==> src/rtl/tsd_pkg.sv <==
// ----------------------------------------------------------------------------
// tsd_pkg: shared types and constants for the site dedup unit
// Command codes, reset values and the controller/datapath interface structs.
// ----------------------------------------------------------------------------
package tsd_pkg;

  // command field width and codes
  localparam int CMD_BITS = 2;

  typedef enum logic [CMD_BITS-1:0] {
    CMD_ADD   = 2'd0,
    CMD_READ  = 2'd1,
    CMD_CLEAR = 2'd2
  } cmd_e_t;

  // read index field width
  localparam int IDX_BITS = 6;

  // tolerance register
  localparam int            TOL_BITS  = 16;
  localparam logic [15:0]   TOL_RESET = 16'd5;

  // controller to datapath commands
  typedef struct packed {
    logic load;    // capture the accepted input item
    logic step;    // issue one scan read and advance the pointer
    logic rd_idx;  // issue a read at the requested index
    logic commit;  // apply the result and load the output register
  } ctl_t;

  // datapath to controller status
  typedef struct packed {
    logic in_is_add;   // incoming item is an add
    logic in_is_read;  // incoming item is a read
    logic scan_more;   // pointer is still below one of the fills
    logic out_free;    // output register can take a new result
  } sts_t;

endpackage

==> src/rtl/tsd_ctrl.sv <==
// ----------------------------------------------------------------------------
// tsd_ctrl: sequencer for the site dedup unit
// Walks each item through capture, list scan or index read, and commit.
// ----------------------------------------------------------------------------
module tsd_ctrl (
  input  logic          clk,
  input  logic          rst_n,
  input  logic          in_valid,
  output logic          in_ready,
  input  tsd_pkg::sts_t sts,
  output tsd_pkg::ctl_t ctl
);

  typedef enum logic [1:0] {
    ST_IDLE,
    ST_SCAN,
    ST_RDMEM,
    ST_COMMIT
  } state_t;

  state_t state_r;
  state_t state_nxt;
  logic   accept;

  assign in_ready = (state_r == ST_IDLE);
  assign accept   = in_valid && in_ready;

  // command decode
  always_comb begin
    ctl.load   = accept;
    ctl.step   = (state_r == ST_SCAN) && sts.scan_more;
    ctl.rd_idx = (state_r == ST_RDMEM);
    ctl.commit = (state_r == ST_COMMIT) && sts.out_free;
  end

  // next state
  always_comb begin
    state_nxt = state_r;
    unique case (state_r)
      ST_IDLE: begin
        if (accept) begin
          priority if (sts.in_is_add) state_nxt = ST_SCAN;
          else if (sts.in_is_read)    state_nxt = ST_RDMEM;
          else                        state_nxt = ST_COMMIT;
        end
      end
      ST_SCAN: begin
        if (!sts.scan_more) state_nxt = ST_COMMIT;
      end
      ST_RDMEM: begin
        state_nxt = ST_COMMIT;
      end
      ST_COMMIT: begin
        if (sts.out_free) state_nxt = ST_IDLE;
      end
      default: state_nxt = ST_IDLE;
    endcase
  end

  // state register
  always_ff @(posedge clk) begin
    if (!rst_n) begin
      state_r <= ST_IDLE;
    end else begin
      state_r <= state_nxt;
    end
  end

endmodule

==> config.mk <==
export PLATFORM = sky130hd
export DESIGN_NAME = tsd_ctrl
export DESIGN_NICKNAME = d
export VERILOG_FILES = /design/src/rtl/tsd_pkg.sv /design/src/rtl/tsd_ctrl.sv
export SDC_FILE = /design/constraint.sdc
export NUM_CORES = 1
export LEC_CHECK = 0
export ABC_AREA = 0
export BUFFER_PORTS_ARGS = -buffer_cell sky130_fd_sc_hd__buf_2
export CAP_MARGIN = 20
export CORE_AREA = 2 2 39 41
export DETAILED_ROUTE_END_ITERATION = 8
export DIE_AREA = 0 0 41 43
export SLEW_MARGIN = 0
export SYNTH_ARGS = -nofsm -noshare
export SYNTH_HDL_FRONTEND = slang
export SYNTH_SLANG_ARGS = --single-unit
==> constraint.sdc <==
create_clock -name clk -period 1.3 [get_ports clk]
set_input_delay 0.065 -clock clk [delete_from_list [all_inputs] [get_ports clk]]
set_output_delay 0.065 -clock clk [all_outputs]
set_load 0.01 [all_outputs]
After elaboration in Yosys (flattened, before gate mapping)
Cells that the tools add are included.
- bits in registers: 2
- bits of input ports: 7
- output and inout port bits: 5
- logic and storage cells: 18
- equality and inequality tests: 6
- muxes and demuxes: 6
- reductions and logical operators: 5
- operators with widths (cell ; count):
    $mux 2 ; 4
    $pmux 2 s4 ; 1
    $eq 2x2->1 const B ; 2
    $ne 2x2->1 const B ; 2
    $logic_and 1x1->1 ; 3
    $reduce_and 3->1 ; 1
    $eq 2x1->1 const B ; 1
    $logic_not 2->1 ; 1
    $ne 2x1->1 const B ; 1
    $mux 1 ; 1

Logic depth before layout (Yosys ltp)
- word-level depth: 4
- mapped depth: 5
- mapped depth without buffers: 5

Worst setup path after synthesis
No wires, ideal clock.
- kind: register to register
- start point: register state_r[0]
- end point: register state_r[1]
- setup time: 0.122 ns
- data arrival time: 1.171 ns
- required time: 1.178 ns
- slack: 0.007 ns
- stages on the path, launching flop included: 5
- path buffers: 0
- period minus slack after synthesis: 1.293 ns
- path through: dfxtp_1 -> inv_1 -> ha_1 -> a221o_2 -> mux2i_1
- longest elaborated chain between the ends: 4
- elaborated cells between the ends (all ways): 10
- classes of those cells: eq/ne: 6; mux: 1; reduce/logical: 3
- ends and longest elaborated chain (what ; line ; RTL):
    start, declared ; tsd_ctrl.sv:21 ; state_t state_r;
    start signal, assigned ; tsd_ctrl.sv:65 ; state_r <= state_nxt;
    $logic_not 2->1 * ; tsd_ctrl.sv:25 ; assign in_ready = (state_r == ST_IDLE);
    named net in_ready ; tsd_ctrl.sv:9 ; output logic in_ready,
    $logic_and 1x1->1 ; tsd_ctrl.sv:26 ; assign accept = in_valid && in_ready;
    $ne 2x1->1 (no line) ; n/a ;
    $reduce_and 3->1 (no line) ; n/a ;
Mark *: on every way through the listed nets, which the timed path passes. The rest lies on a longest branch.
A chain may end at the register's enable or synchronous reset.

Worst setup path after layout
- start point: register state_r[1]
- end point: register state_r[1]
- longest elaborated chain between the ends: 4
- elaborated cells between the ends (all ways): 10
- classes of those cells: eq/ne: 6; mux: 1; reduce/logical: 3
- ends and longest elaborated chain (what ; line):
    $logic_not 2->1 ; tsd_ctrl.sv:25, tsd_ctrl.sv:39
    $logic_and 1x1->1 ; tsd_ctrl.sv:26
    $ne 2x1->1 (no line) ; n/a
    $reduce_and 3->1 (no line) ; n/a
Several ways; a longest one is shown, not always the timed one.

==> run_results.csv <==
group,metric,value,unit
clock_network,h-tree-depth,1,
clock_network,hold_buffers,0,
timing,worstMarginPinSlew,154.4,ps
worst_setup_path,crit_required,1400,ps
die,rows,14,
clock_network,cts_setup_buffers,0,
grt,track_usage,0.05606,
worst_setup_path,arrival,1350,ps
grt,grt_pass1_vias,185,
timing,period_share,0.9575,
worst_setup_path,critPathLaunchType,"flop",
die,core,1384,um^2
synthesis,syn_nets,37,
detailed_routing,vias,196,
worst_hold_path,hold_class,"input pin to flop",
synthesis,synth.distinct_cells,12,
place,numPlacedInstances,53,
worst_setup_path,path_max_fanout,3,
place,placed_area,297.8,um^2
detailed_routing,drt_pass1_iterations,2,
grt,met3_usage,0.01571,
flow_run,maxCapViolations,0,
layout,top_regs,"state_r: 2 flops",
layout,final_common_cell,"buf_2",
power,max-vdd-ir-drop,490.8,uV
layout,fin_cells,56,
detailed_routing,via_per_inst,3.500,
run_status,status,"complete, no violations",
power,powerDensity,1955,nW/um^2
layout,largest_register_ffs,2,
die,ioPinCount,12,
layout,n_fill_cell,164,
timing,grt_setup_unrepaired,"false",
grt,use_met1,0.06369,
synthesis,syn-cell-area,215.2,um^2
synthesis,yosysWarnings,0,
worst_setup_path,end_kind,"flop",
synthesis,yosysSeqAreaShare,0.1860,
layout,layout_common_cells,"buf_2 (11), ha_1 (4), clkbuf_4 (3)",
detailed_routing,drcViolationCount,0,
layout,max_flop_register,"state_r",
die,initial_core_util,0.1555,
grt,gr-total-overflow,0,
detailed_routing,ant_nets,0,
layout,diodes,0,
clock_network,clock-sinks,2,
detailed_routing,drt_iter0_markers,1,
grt,grt-busiest-layer,"met4",
timing,finClkSkew,0.5864,ps
die,dieArea,1763,um^2
die,die_w,41,um
layout,multi_input_area,155.1,um^2
layout,area.sequential,45.04,um^2
layout,stdcell_area,327.8,um^2
timing,fmax,803.4,MHz
grt,grt_max_degree,5,
clock_network,cts_tree,"yes",
clock_network,clock_latency,220,ps
detailed_routing,route.detailed.wl_per_inst,7.821,um
grt,grt_pass1_wl,621,um
layout,drive_gt1_frac,0.5750,
layout,fin_nets,54,
timing,period_needed,1245,ps
synthesis,synthCells,25,
die,dieHeight,43,um
worst_setup_path,crit_type,"flop to flop",
timing,final_hold_viol_count,0,
layout,syn_to_final_growth,52.33,%
clock_network,ctsLongestPathBuffers,2,
clock_network,cts_buffers,3,
place,gp_congestion,0.7134,
timing,finalSetupViolCount,0,
clock_network,clk_pin_slew,30,ps
grt,antenna_found_initial,0,
synthesis,synth.avg_cell_area,8.608,um^2
timing,maxSlewViolCount,0,
timing,finalSetupTns,0,ps
grt,gr-usage-met2,0.06563,
power,leakage,0.1779,nW
clock_network,cts_root_buffer,"clkbuf_4",
detailed_routing,finalWirelength,438,um
synthesis,synth_seq_cells,2,
place,port_buffers,11,
place,hpwlAfterDp,367,um
timing,slew_headroom,0.8960,
worst max-delay path, cell delays in order, from the launching register on:
cell and delay [ps]:
dfxtp_2 330, inv_2 50, ha_1 170, and2_4 140, a221o_2 320, mux2i_1 120
worst paths after layout:
kind / from / end / slack, ps / depth (start not counted)
worst min-delay path: sts[2] / state_r[0] / 110 / 3
worst max-delay path: state_r[1] / state_r[1] / 60 / 5
worst max register to register: state_r[1] / state_r[1] / 60 / 5
worst min register to register: state_r[0] / state_r[0] / 490 / 2
cell usage after synthesis:
master,instances,share of area
ha_1,5,0.29
a21o_1,1,0.035
and2_1,2,0.058
inv_1,4,0.070
a221o_2,1,0.052
nand2_1,2,0.035
o21ai_0,2,0.047
and2_4,1,0.041
nor2b_1,2,0.058
dfxtp_1,2,0.19
buf_4,1,0.035
mux2i_1,2,0.093
routing by layer:
layer,share of wire,vias up
met5,0,-
met4,0,0
met3,0.046,0
met2,0.49,6
met1,0.46,79
li1,-,111
through the flow:
stage | util | setup slack (ps) | power (mW) | hold slack, ps
3_5_place_dp | 0.2152 | -7.217 | 0.4912 | 350.1
4_1_cts | 0.2342 | 1.269 | 0.6519 | 102.0
6_report | 0.2369 | 55.26 | 0.6408 | 109.3
5_1_grt | 0.2369 | 1.834 | 0.7061 | 113.7
3_3_place_gp | 0.2152 | 11.15 | 0.4911 | 354.9
2_1_floorplan | - | 7.415 | 0.3656 | 214.6
layout make-up:
class,count,share of cell area
Timing Repair Buffer,13,0.2137
Multi-Input combinational cell,18,0.4733
Inverter,4,0.04580
Clock buffer,3,0.06870
Sequential cell,2,0.1374
Tap cell,16,0.06107
report_power, final:
| part | internal [mW] | switching, mW | leakage, nW | total, mW |
|---|---|---|---|---|
| registers | 0.0987 | 0.0246 | 0.0175 | 0.123 |
| logic | 0.205 | 0.174 | 0.147 | 0.379 |
| clock network | 0.102 | 0.0367 | 0.0138 | 0.139 |
| total | 0.406 | 0.235 | 0.178 | 0.641 |
kinds of logic (layout without fill, tap and decap cells):
logic type | after synthesis | count (layout) | synth area share
muxes | 2 | 2 | 0.09303
AOI/OAI and AO/OA | 4 | 4 | 0.1337
DFF | 2 | 2 | 0.1861
and+or+nand+nor | 7 | 7 | 0.1919
buffers and inverters | 5 | 20 | 0.1046
adders and majority gates | 5 | 5 | 0.2907
timing repair:
item | in CTS | in global routing
cloned | 0 | 0
endpoints found under the setup margin | 3 | 3
pin swaps | 0 | 1
gates resized for setup | 3 | 3
Note: power is estimated with default switching activity, not from simulation.
